$ cat config.mk
export PLATFORM = sky130hd
export DESIGN_NAME = oaht_ram
export DESIGN_NICKNAME = d
export VERILOG_FILES = /design/src/rtl/oaht_ram.sv
export SDC_FILE = /design/constraint.sdc
export NUM_CORES = 1
export LEC_CHECK = 0
export ABC_AREA = 1
export BUFFER_PORTS_ARGS = -buffer_cell sky130_fd_sc_hd__buf_2
export CORE_AREA = 4 4 103 105
export DETAILED_ROUTE_END_ITERATION = 7
export DIE_AREA = 0 0 107 109
export GPL_ROUTABILITY_DRIVEN = 1
export PLACE_DENSITY = 0.86
export REMOVE_ABC_BUFFERS = 1
export SLEW_MARGIN = 15
export SYNTH_ARGS = -nofsm -noshare
export SYNTH_HDL_FRONTEND = slang
export SYNTH_SLANG_ARGS = --single-unit
$ cat constraint.sdc
create_clock -name i_clk -period 1.3 [get_ports i_clk]
set_input_delay 0.065 -clock i_clk [delete_from_list [all_inputs] [get_ports i_clk]]
set_output_delay 0.065 -clock i_clk [all_outputs]
set_load 0.02 [all_outputs]
$ cat src/rtl/oaht_ram.sv
// ----------------------------------------------------------------------------
// oaht_ram
// Generic single-write, single-read RAM with registered read data.
// ----------------------------------------------------------------------------
`default_nettype none

module oaht_ram #(
    parameter int unsigned WIDTH = 8,
    parameter int unsigned DEPTH = 16
) (
    input  wire logic                     i_clk,
    input  wire logic                     i_we,
    input  wire logic [$clog2(DEPTH)-1:0] i_waddr,
    input  wire logic [WIDTH-1:0]         i_wdata,
    input  wire logic [$clog2(DEPTH)-1:0] i_raddr,
    output      logic [WIDTH-1:0]         o_rdata
);

    logic [WIDTH-1:0] r_mem [DEPTH];

    always_ff @(posedge i_clk) begin
        if (i_we) begin
            r_mem[i_waddr] <= i_wdata;
        end
        o_rdata <= r_mem[i_raddr];
    end

endmodule

`default_nettype wire

* After elaboration in Yosys (flattened, before gate mapping)
Memory sizes are Yosys's and may differ from the RTL's. A register that Yosys moved wholly into a read port is not among the register bits. Cells that the tools add are included.
Operators by class: muxes and demuxes 2
Operator list (count):
- 1-bit two-way mux | 2
Word-level totals: flip-flop bits (word level) 0, memory bits (writable) 128, bits of input ports 18, output and inout bits 8, logic and storage cells 3, memories kept 1
Memories:
- r_mem | depth 16, width 8, rd ports 1, clocked after memory_dff 1, write ports 1, RTL line 19 | logic [WIDTH-1:0] r_mem [DEPTH];

* Longest topological paths before layout
depth in word-level cells 2, gate-level depth with buffers 8, mapped depth without buffers 7

* Worst setup path before layout
Ideal clock, no wire load.
path type input -> register, start point input i_waddr[2], end point memory r_mem[10][0] (enable), setup time 0.370 ns, arrival 0.646 ns, required time 0.930 ns, setup slack 0.284 ns, stages 2, buffers on the path 0, cells stage by stage nand3b_1 nor2_1
RTL lines:
- start, declared | RTL line 13 | input wire logic [$clog2(DEPTH)-1:0] i_waddr,
- end, declared | RTL line 19
Straight into the memory's write port.

* Worst setup path in the final report
start point register o_rdata[0] (read register of r_mem), end point output o_rdata[0]
RTL lines:
- start, declared | RTL line 16 | output logic [WIDTH-1:0] o_rdata
No word-level cell between the ends.

==> summary.md <==
| Metric | Value |
|---|---|
| Post-synth EDFFs | approximately 130 |
| Crit-path max FO | 1 |
| Slew margin rel. | 75.4% |
| Slowest CP cell | dfxtp_1 |
| Layout area overhead | 17.7% |
| Top cells by area, synth | edfxtp_1, nand2_1, nand3_1 |
| Cell variety after synth | 12 |
| Crit path buf inv count | 1 |
| Hold Path Stages | 6 |
| Num CTS Buffers | 17 |
| Via count | around 4200 |
| Period utilization | between 80% and 90% |
| Full die area | about 0.012 sq mm |
| Total wire length | ~14 mm |
| Endpoints failing hold | 0 |
| Initial Utilization | 59.8% |
| Minimum clock period | approximately 1.1 ns |
| H-tree Lvls | 4 |
| Cts repair resizes | 0 |
| Clock Skew | 0.00767 ns |
| Post-Syn Instances | ~550 |
| Top post-synthesis cells by count | nand2_1, edfxtp_1, inv_1 |
| Cell area after synthesis | ~0.0058 sq mm |
| Clock Pin Slew Worst Setup and Hold Paths | about 0.060 ns |
| Worst r2r dst | o_rdata[7]$_DFF_P_ |
| Setup slack, reg-to-reg | between 0.2 and 0.25 ns |
| CTS tree | yes |
| Num ports | 26 |
| Register bit total from synthesis | between 100 and 150 |
| LEAKAGE | between 2 and 3 nW |
| Number of global-route vias before repair | 4152 |
| CTS max path bufs | 2 |
| RSZ-0062 raised after global routing | false |
| Most numerous cell in the Yosys netlist | nand2_1 |
| Crit Reg-Reg Startpoint | r_mem[5][7]$_DFFE_PP_ |
| Die Wd | roughly 110 um |
| Final #Nets | between 600 and 700 |
| Power Density | between 1000 and 1500 mW/mm^2 |
| Critical path required time | 1.24 ns |
| Share of cells above drive strength 1 | approximately 13% |
| Slew @ Worst Pin | about 0.37 ns |
| Post-DP HPWL | 7.58 mm |
| Startpoint type of the worst setup path | register |
| Routed len/inst | between 15 and 20 um |
| Hold_sp | i_raddr[1] |
| Setup_tns | 0 ns |
| Die Span Y | approximately 110 um |
| First-pass GRT wire length | approximately 22 mm |
| Post-CTS Hold Buffers | 10 |
| Worst min path class | in -> reg |
| Pre-CTS setup slack | between 0.2 and 0.25 ns |
| Antenna diodes | 0 |
| Peak VDD IR | 1100 uV |
| Initial antenna violation count | 0 |
| Total congestion overflow | 0 |
| Setup Fix Bufs, Post-CTS | 0 |
| Synth Flop Type | edfxtp_1 |
| Setup crit end kind | output port |
| Worst Slack Setup Final | between 0.15 and 0.2 ns |
| Vias per cell | about 5.6 |
| Post-synth top area cell | edfxtp_1 |
| Share of the synthesized area in the top cell type | approximately 67% |
| Max Slew Vio Count | 0 |
| Post-synthesis sequential area ratio | a little over two thirds |
| IO buf count | 25 |
| Outcome | complete, no violations |
| GRT Util Overall | between 20 and 30% |
| Clock root buffer | clkbuf_8 |
| CP top delay family | flip-flops |
| Row cnt | 36 |
| Crit path largest cell delay | 0.36 ns |
| # Max-Cap Violations | 0 |
| DRT Pass-1 Iters | 5 |
| Register-to-Register Path Depth | 6 |
| Worst-Skew Late Latency | 0.53 ns |
| Syn_area_per_cell | 10.5 sq um |
| Post-DRT Antenna Nets | 0 |
| Post-synth ARST share | 0% |
| Worst-path cell chain | buf_2 |
| Crit path DAT | ~1.1 ns |
| Yosys warnings | 0 |
| GP Congestion | between 0.8 and 0.9 |
| Worst Setup Path Type | reg -> out |
| End of the worst hold path | o_rdata[6]$_DFF_P_ |
| DRC violation total after the first TritonRoute iteration | 440 |
| Placeable core area | roughly 0.0096 sq mm |
| DRC Markers | 0 |
| Achievable Freq | 886 MHz |
| TritonCTS Sinks | 136 |
| Largest net degree at the start of global routing | 65 |
| Setup violators final | 0 |
[layout by cell type, fill, tap and decap left out]
cell           count
buf_12             4
buf_2             25
buf_4             21
bufinv_16          1
clkbuf_16         16
clkbuf_8           1
clkinv_1           1
clkinv_4           6
clkinvlp_4         3
dfxtp_1            8
dlygate4sd3_1     10
edfxtp_1         128
inv_1            100
inv_2              2
inv_6              4
nand2_1          173
nand3_1           97
nand3b_1           2
nor2_1            17
[per-stage QoR]
stage                     total power, mW  util (%)  hold WS, ns  cells  instance area (sq um)
after floorplan                      5.32         -        0.164    527                   5600
after global placement               5.61      63.6        0.446    710                   6130
after detailed placement             5.64      63.6        0.454    710                   6130
after CTS                            10.1      70.4        0.133    752                   6790
after global routing                 10.4      70.4        0.175    752                   6790
final                                10.1      70.4        0.169    752                   6790
[cell type report]
type | count | area (sq um)
inverter | 102 | 383
clock inverter | 15 | 144
timing repair buffer | 60 | 463
multi-input combinational | 289 | 1210
clock buffer | 17 | 414
tap | 133 | 166
fill | 614 | 2850
sequential | 136 | 4000
[flip-flops by register name, summed over array words and instances, names as in the netlist]
signal,cells
o_rdata,8
r_mem,128
[per-layer routing]
layer	global-route usage (%)	vias up	share of wire (%)
met3	5.15	60	9.3
met2	43.2	280	52
li1	-	1888	-
met4	12.6	0	3.6
met5	0	-	0
met1	30.3	1990	35
[worst max path at each step]
stage,startpoint,endpoint,cells past startpoint
detailed placement,i_raddr[0],o_rdata[7]$_DFF_P_,7
global route,o_rdata[0]$_DFF_P_,o_rdata[0],1
CTS,o_rdata[0]$_DFF_P_,o_rdata[0],1
floorplan,i_raddr[0],o_rdata[2]$_DFF_P_,6
finish,o_rdata[0]$_DFF_P_,o_rdata[0],1
global placement,i_raddr[0],o_rdata[0]$_DFF_P_,7
[where the power goes]
group	internal, mW	total (mW)	leakage (nW)	switching, mW
Combinational	0.215	0.674	1.48	0.458
Clock	2.57	4.46	0.263	1.89
Sequential	4.90	4.94	1.22	0.0364
[cells by family (layout without fill, tap and decap cells)]
group / count (synthesis) / after routing / share of synthesized area (%)
buf+inv: 126 / 194 / 9.52
flops: 136 / 136 / 69.4
simple gates: 289 / 289 / 21.0
(Power assumes the default switching activity.)
