### src/rtl/oaht_pkg.sv
// ----------------------------------------------------------------------------
// oaht_pkg
// Shared types, constants and hash functions of the open-addressing hash table.
// ----------------------------------------------------------------------------
`default_nettype none

package oaht_pkg;

    localparam int unsigned TABLE_DEPTH = 1024;
    localparam int unsigned ADDR_W      = $clog2(TABLE_DEPTH);
    localparam int unsigned SIZE_W      = ADDR_W + 1;
    localparam int unsigned KEY_DIGITS  = 16;
    localparam int unsigned KEY_W       = 4 * KEY_DIGITS;
    localparam int unsigned LEN_W       = 5;
    localparam int unsigned VALUE_BITS  = 32;
    localparam int unsigned OUT_VAL_W   = 32;
    localparam int unsigned CHUNK_DIGITS = 7;
    localparam int unsigned HASH_W      = 4 * CHUNK_DIGITS;
    localparam int unsigned PROBE_W     = 21;
    localparam int unsigned N_CHUNKS    = (KEY_DIGITS + CHUNK_DIGITS - 1) / CHUNK_DIGITS;

    typedef enum logic [1:0] {
        REQ_INSERT = 2'd0,
        REQ_FIND   = 2'd1,
        REQ_TOTAL  = 2'd2,
        REQ_NONE   = 2'd3
    } t_req;

    typedef enum logic [2:0] {
        ST_OK         = 3'd0,
        ST_EMPTY_KEY  = 3'd1,
        ST_DUPLICATE  = 3'd2,
        ST_FULL       = 3'd3,
        ST_NO_INSERT  = 3'd4,
        ST_NOT_FOUND  = 3'd5
    } t_status;

    typedef struct packed {
        logic                  used;
        logic [LEN_W-1:0]      len;
        logic [KEY_W-1:0]      key;
        logic [VALUE_BITS-1:0] value;
    } t_slot;

    // Mask of the low n digits of a key
    function automatic logic [KEY_W-1:0] key_mask(input logic [LEN_W-1:0] n);
        logic [KEY_W-1:0] m;
        if (n >= LEN_W'(KEY_DIGITS)) begin
            m = '1;
        end else begin
            m = (KEY_W'(1) << (n * 4)) - KEY_W'(1);
        end
        return m;
    endfunction

    function automatic logic [HASH_W-1:0] hash_mask(input logic [LEN_W-1:0] n);
        logic [HASH_W-1:0] m;
        m = (HASH_W'(1) << (n * 4)) - HASH_W'(1);
        return m;
    endfunction

    // Rightmost seven digits
    function automatic logic [HASH_W-1:0] hash_tail(input logic [KEY_W-1:0] key,
                                                   input logic [LEN_W-1:0] len);
        logic [LEN_W-1:0] n;
        n = (len < LEN_W'(CHUNK_DIGITS)) ? len : LEN_W'(CHUNK_DIGITS);
        return key[HASH_W-1:0] & hash_mask(n);
    endfunction

    // XOR of seven-digit chunks taken from the left
    function automatic logic [HASH_W-1:0] hash_chunks(input logic [KEY_W-1:0] key,
                                                     input logic [LEN_W-1:0] len);
        logic [HASH_W-1:0] acc;
        logic [LEN_W-1:0]  p;
        logic [LEN_W-1:0]  left;
        logic [LEN_W-1:0]  n;
        logic [KEY_W-1:0]  sh;
        acc = '0;
        for (int k = 0; k < N_CHUNKS; k++) begin
            p = LEN_W'(k * CHUNK_DIGITS);
            if (p < len) begin
                left = len - p;
                n    = (left < LEN_W'(CHUNK_DIGITS)) ? left : LEN_W'(CHUNK_DIGITS);
                sh   = key >> ((left - n) * 4);
                acc  = acc ^ (sh[HASH_W-1:0] & hash_mask(n));
            end
        end
        return acc;
    endfunction

endpackage

`default_nettype wire

### src/rtl/oaht_mod.sv
// ----------------------------------------------------------------------------
// oaht_mod
// Bit-serial remainder unit: hash value mod table size, one bit per cycle.
// ----------------------------------------------------------------------------
`default_nettype none

module oaht_mod (
    input  wire logic                          i_clk,
    input  wire logic                          i_rst_n,
    input  wire logic                          i_start,
    input  wire logic [oaht_pkg::HASH_W-1:0]   i_dividend,
    input  wire logic [oaht_pkg::SIZE_W-1:0]   i_divisor,
    output      logic                          o_done,
    output      logic [oaht_pkg::ADDR_W-1:0]   o_rem
);

    localparam int unsigned CNT_W = $clog2(oaht_pkg::HASH_W + 1);

    logic [oaht_pkg::HASH_W-1:0] r_dvd;
    logic [oaht_pkg::SIZE_W-1:0] r_rem;
    logic [oaht_pkg::SIZE_W-1:0] r_div;
    logic [CNT_W-1:0]            r_cnt;
    logic                        r_busy;
    logic                        r_done;
    logic [oaht_pkg::SIZE_W:0]   rem_sh;
    logic [oaht_pkg::SIZE_W:0]   rem_sub;

    always_comb begin
        rem_sh  = {r_rem, r_dvd[oaht_pkg::HASH_W-1]};
        rem_sub = (rem_sh >= {1'b0, r_div}) ? rem_sh - {1'b0, r_div} : rem_sh;
    end

    always_ff @(posedge i_clk) begin
        if (!i_rst_n) begin
            r_busy <= 1'b0;
            r_done <= 1'b0;
        end else begin
            r_done <= 1'b0;
            if (i_start) begin
                r_busy <= 1'b1;
                r_dvd  <= i_dividend;
                r_rem  <= '0;
                r_div  <= i_divisor;
                r_cnt  <= CNT_W'(oaht_pkg::HASH_W);
            end else if (r_busy) begin
                r_rem <= rem_sub[oaht_pkg::SIZE_W-1:0];
                r_dvd <= r_dvd << 1;
                r_cnt <= r_cnt - CNT_W'(1);
                if (r_cnt == CNT_W'(1)) begin
                    r_busy <= 1'b0;
                    r_done <= 1'b1;
                end
            end
        end
    end

    assign o_done = r_done;
    assign o_rem  = r_rem[oaht_pkg::ADDR_W-1:0];

endmodule

`default_nettype wire

### config.mk
export PLATFORM = sky130hd
export DESIGN_NAME = oaht_mod
export DESIGN_NICKNAME = d
export VERILOG_FILES = /design/src/rtl/oaht_pkg.sv /design/src/rtl/oaht_mod.sv
export SDC_FILE = /design/constraint.sdc
export NUM_CORES = 1
export LEC_CHECK = 0
export ABC_AREA = 1
export BUFFER_PORTS_ARGS = -buffer_cell sky130_fd_sc_hd__buf_2
export CAP_MARGIN = 20
export CORE_ASPECT_RATIO = 0.9
export CORE_MARGIN = 2
export CORE_UTILIZATION = 51
export CTS_CLUSTER_DIAMETER = 80
export CTS_CLUSTER_SIZE = 10
export DETAILED_ROUTE_END_ITERATION = 6
export PLACE_DENSITY = 0.75
export SLEW_MARGIN = 40
export SYNTH_ARGS = -nofsm -noshare
export SYNTH_HDL_FRONTEND = slang
export SYNTH_SLANG_ARGS = --single-unit
### constraint.sdc
create_clock -name i_clk -period 3.5 [get_ports i_clk]
set_clock_uncertainty 0.2 [all_clocks]
set_input_delay 0.35 -clock i_clk [delete_from_list [all_inputs] [get_ports i_clk]]
set_output_delay 0.35 -clock i_clk [all_outputs]
set_load 0.02 [all_outputs]
# Word level (Yosys, flattened, before mapping)
# Index checks and enable logic that the tools add are counted.
[word_totals]
register_bits = 57
inputBits = 42
elab_cells = 25
[classes]
addsub = 2
n_lt_le_gt_ge = 1
eq_ne = 1
muxes = 9
n_bitwise = 2
reduce_logical = 4
[op_table]
columns = ["op", "count"]
rows = [
  ["$mux 28", 2],
  ["$mux 11", 2],
  ["$ge 12x11->1", 1],
  ["$sub 11x11->11", 1],
  ["$eq 5x1->1 const B", 1],
  ["$mux 5", 1],
  ["$sub 5x1->5 const B", 1],
  ["$mux 1", 4],
  ["$reduce_and 2->1", 2],
  ["$reduce_or 3->1", 1],
  ["$not 1->1", 2],
  ["$reduce_bool 2->1", 1],
]

# Depth between registers and ports, before layout
[logic_depth]
word_depth = 4
depth_mapped = 14
mapped_depth_nobuf = 13

# Worst setup path before layout
# Ideal clock, no wire load.
[synth_path]
path_kind = "in2reg"
from = "input i_start"
to = "register r_cnt[0] (enable)"
setup_ns = 0.462
arrival_time_ns = 2.937
required_time_ns = 2.838
slack_ns = -0.099
path_stages = 4
path_cell_list = "buf_2 inv_2 buf_2 a21oi_1"
[synth_via]
elab_chain_cells = 2
[synth_rtl]
columns = ["element", "line", "text"]
rows = [
  ["start: declaration", "oaht_mod.sv:10", "input wire logic i_start,"],
  ["$reduce_bool 2->1 (no source line)", "-", ""],
  ["$reduce_and 2->1 (no source line)", "-", ""],
  ["end signal: assignment", "oaht_mod.sv:44", "r_cnt <= CNT_W'(oaht_pkg::HASH_W);"],
  ["end signal: assignment", "oaht_mod.sv:48", "r_cnt <= r_cnt - CNT_W'(1);"],
  ["end: declaration", "oaht_mod.sv:22", "logic [CNT_W-1:0] r_cnt;"],
]
# Every way passes these cells.
# A chain may end at the register's enable or synchronous reset.

# Worst setup path after layout
[layout_path]
from = "register r_dvd[27] (netlist bit)"
to = "register r_rem[4] (netlist bit) (data pin)"
[layout_via]
elab_chain_cells = 3
[layout_rtl]
columns = ["element", "line", "text"]
rows = [
  ["start: declaration", "oaht_mod.sv:19", "logic [oaht_pkg::HASH_W-1:0] r_dvd;"],
  ["start signal: assignment", "oaht_mod.sv:41", "r_dvd <= i_dividend;"],
  ["start signal: assignment", "oaht_mod.sv:47", "r_dvd <= r_dvd << 1;"],
  ["$sub 11x11->11 or $ge 12x11->1 (tied branches)", "oaht_mod.sv:30", "rem_sub = (rem_sh >= {1'b0, r_div}) ? rem_sh - {1'b0, r_div} : rem_sh;"],
  ["$mux 11 (*)", "oaht_mod.sv:30", ""],
  ["$mux 11 (*)", "oaht_mod.sv:45", "end else if (r_busy) begin"],
  ["end signal: assignment", "oaht_mod.sv:46", "r_rem <= rem_sub[oaht_pkg::SIZE_W-1:0];"],
  ["end: declaration", "oaht_mod.sv:20", "logic [oaht_pkg::SIZE_W-1:0] r_rem;"],
]
# Mark *: on every way between the ends. The rest lies on a longest branch, timed or not. The select of a mux whose other input is x is not followed.

==> flow_metrics.env <==
export IMPL_r2r_start="r_dvd[27]$_DFFE_PP_"
export IMPL_core_area_um2=6080
export IMPL_clkPwrFrac=0.299
export IMPL_hold_viol_final=0
export IMPL_slowest_stage="fa_1"
export IMPL_yosysWarnings=0
export IMPL_rrSetupSlack_ns=0.99
export IMPL_synthArstFlopShare=0
export IMPL_wire_per_inst_um=12.1
export IMPL_startpoint_type="flop"
export IMPL_crit_chain="inv_1, ha_1, fa_1, inv_1, nand2_1, nand2_1, nand2_4, nand2_2, nand2_2, nand3_4, inv_2, nor2_1, nor2_1"
export IMPL_post_route_period_util=0.718
export IMPL_ant_nets=0
export IMPL_switchingPower_mw=0.511
export IMPL_final_cells=499
export IMPL_cp_max_fo=16
export IMPL_leakagePower_nw=1.83
export IMPL_final_max_slew_viol_count=0
export IMPL_numPortBuffers=52
export IMPL_fin_crit_ns=2.51
export IMPL_grt_pass1_wl_um=10100
export IMPL_postCtsHoldBufs=11
export IMPL_synth_xor_area_frac=0.0110
export IMPL_routed_wl_um=6020
export IMPL_rows=27
export IMPL_tightest_slew_ns=0.555
export IMPL_final_setup_tns_ns=0
export IMPL_syn_inst=364
export IMPL_firstDrtPassIters=4
export IMPL_diodes=0
export IMPL_endpoint_kind="flop"
export IMPL_grt_max_degree=40
export IMPL_synth_main_ff_cell="edfxtp_1"
export IMPL_final_cell_mix="nand2_1, edfxtp_1, buf_2, inv_1, nor2_1"
export IMPL_hold_depth=3
export IMPL_cts_sinks=57
export IMPL_ys_ff_latch=57
export IMPL_synth_simple_area_share=0.258
export IMPL_p_int_mw=1.20
export IMPL_grt_pass1_vias=2302
export IMPL_power_density_nw_per_um2=458
export IMPL_setup_violations_final=0
export IMPL_avgSynthCellArea_um2=8.76
export IMPL_wl_met1_um=2890
export IMPL_drt_vias_per_instance=4.82
export IMPL_max_stage_delay_ns=0.42
export IMPL_synth_compound_area_share=0.0420
export IMPL_dp_cells=472
export IMPL_area_growth_pct=16.9
export IMPL_ir_drop_uv=245
export IMPL_dr_wl_met2_um=2700
export IMPL_worstRegToRegCells=13
export IMPL_initial_core_util=0.524
export IMPL_met3_length_um=322
export IMPL_status="complete, no violations"
export IMPL_hold_path_end="r_dvd[0]$_SDFFCE_PN0P_"
export IMPL_synth_top_family_by_area="simple AND/OR/NAND/NOR gates"
export IMPL_clock_fmax_ghz=0.398
export IMPL_die_h_um=79.0
export IMPL_gr_total_overflow=0
export IMPL_synthAdderAreaFrac=0.0573
export IMPL_yosysSeqAreaShare=0.531
export IMPL_io_pins=53
export IMPL_antenna_found_initial=0
export IMPL_drc=0
export IMPL_yosys_mux_area_fraction=0
export IMPL_fp_dieW_um=87.3
export IMPL_maxSlewHeadroom=0.630
export IMPL_clock_latency_ns=0.34
export IMPL_cts_tree="built"
export IMPL_total_power_mw=1.71
export IMPL_synth_edf_count=55
export IMPL_clk_root_buffer_cell="clkbuf_8"
export IMPL_final_core_util=0.613
export IMPL_cp_required_ns=3.40
export IMPL_synth_area_um2=3190
export IMPL_dp_hpwl_um=4210
export IMPL_hold_class="in2reg"
export IMPL_nets=478
export IMPL_cts_buffers=9
export IMPL_min_from="i_dividend[0]"
export IMPL_clkTransAtPathRegs_ns=0.07
export IMPL_drive_gt1_frac=0.225
export IMPL_route_vias_total=2405
export IMPL_grtUsageTotal=0.192
export IMPL_top_layer="met4"
export IMPL_dr_first_iter_drc_count=119
export IMPL_hold_ws_ns=0.0800
export IMPL_critPathArrivalTime_ns=2.41
export IMPL_switching_share=0.299
export IMPL_htreeDepth=3
export IMPL_post_cts_buffers=0
export IMPL_nFillCells=550
export IMPL_ctsResizeCount=0
export IMPL_synth_nets=420
export IMPL_layout_commonest_cell="nand2_1"
export IMPL_reg2reg_to="r_rem[4]$_SDFFCE_PP0P_"
export IMPL_synth_cell_types=31
export IMPL_max_cap_violations=0
export IMPL_comb_power_share=0.211
export IMPL_dieArea_um2=6900
export IMPL_seqPwrFrac=0.490
export IMPL_rsz0062_at_grt="no"
export IMPL_critical_path_class="reg2reg"
export IMPL_clock_path_buffers=2
export IMPL_place_gp_congestion=0.877
==> power groups by stage <==
stage | Sequential (mW) | Combinational (mW) | Clock [mW]
finish | 0.837 | 0.360 | 0.511
global route | 0.842 | 0.412 | 0.554
CTS | 0.838 | 0.361 | 0.523
detailed placement | 0.852 | 0.350 | 0
global placement | 0.850 | 0.343 | 0
floorplan | 0.844 | 0.282 | 0
==> cells in the mapped netlist (3+ instances only) <==
cell / n / area share
nand3_1: 12 / 0.019
inv_2: 7 / 0.0082
nand2_2: 3 / 0.0059
clkinv_1: 3 / 0.0035
inv_1: 41 / 0.048
ha_1: 13 / 0.051
nand4_1: 3 / 0.0059
buf_4: 10 / 0.024
edfxtp_1: 55 / 0.52
o21ai_2: 8 / 0.022
nor2_1: 35 / 0.041
nand2_1: 137 / 0.16
xor2_1: 3 / 0.0082
o21ai_1: 3 / 0.0047
clkbuf_1: 5 / 0.0059
a21oi_1: 6 / 0.0094
==> worst max-delay path by stage <==
stage	start	to	slack, ns
final	r_dvd[27]$_DFFE_PP_	r_rem[4]$_SDFFCE_PP0P_	0.99
after global routing	r_dvd[27]$_DFFE_PP_	r_rem[4]$_SDFFCE_PP0P_	0.81
after CTS	r_dvd[27]$_DFFE_PP_	r_rem[4]$_SDFFCE_PP0P_	0.99
after detailed placement	r_dvd[27]$_DFFE_PP_	r_rem[4]$_SDFFCE_PP0P_	1.01
after global placement	r_dvd[27]$_DFFE_PP_	r_rem[8]$_SDFFCE_PP0P_	1.12
after floorplan	i_start	r_cnt[0]$_SDFFCE_PP0P_	0.80
==> state kept, by name, indices dropped and copies added, names as in the netlist <==
register	flops
r_rem	11
r_div	11
r_busy	1
o_done	1
r_dvd	28
r_cnt	5
==> area by class of cell <==
cell class	count	area, um^2	area share
repair buffers	66	405	0.109
inverters	51	191	0.0514
multi-input cells	237	1190	0.318
well taps	72	90.1	0.0242
clock inverters	7	37.5	0.0101
flip-flops and latches	57	1690	0.454
clock buffers	9	124	0.0332
==> cells by family after synthesis <==
group / after synthesis
simple gates: 199
buf+inv: 70
flops: 57
compound gates: 20
fa+ha+maj: 14
xor+xnor: 4
==> worst max-delay path, delay by kind of cell (launching register included) <==
kind | cells | cell delay, ns
buffers and inverters | 3 | 0.28
adder cells (fa/ha/maj) | 2 | 0.64
AND/OR/NAND/NOR | 8 | 0.79
flip-flops | 1 | 0.37
==> per-stage QoR <==
step / worst slack [ns] / area [um^2]
2_1_floorplan: 0.795 / 3190
3_3_place_gp: 1.12 / 3450
3_5_place_dp: 1.01 / 3450
4_1_cts: 0.994 / 3730
5_1_grt: 0.810 / 3730
6_report: 0.987 / 3730
==> layer usage <==
metal / vias to the layer above / global-route usage
li1: 1256 / -
met4: 0 / 0.0938
met3: 9 / 0.0374
met2: 65 / 0.300
met5: - / 0
met1: 1075 / 0.255
Power figures use the tool's default switching activity.
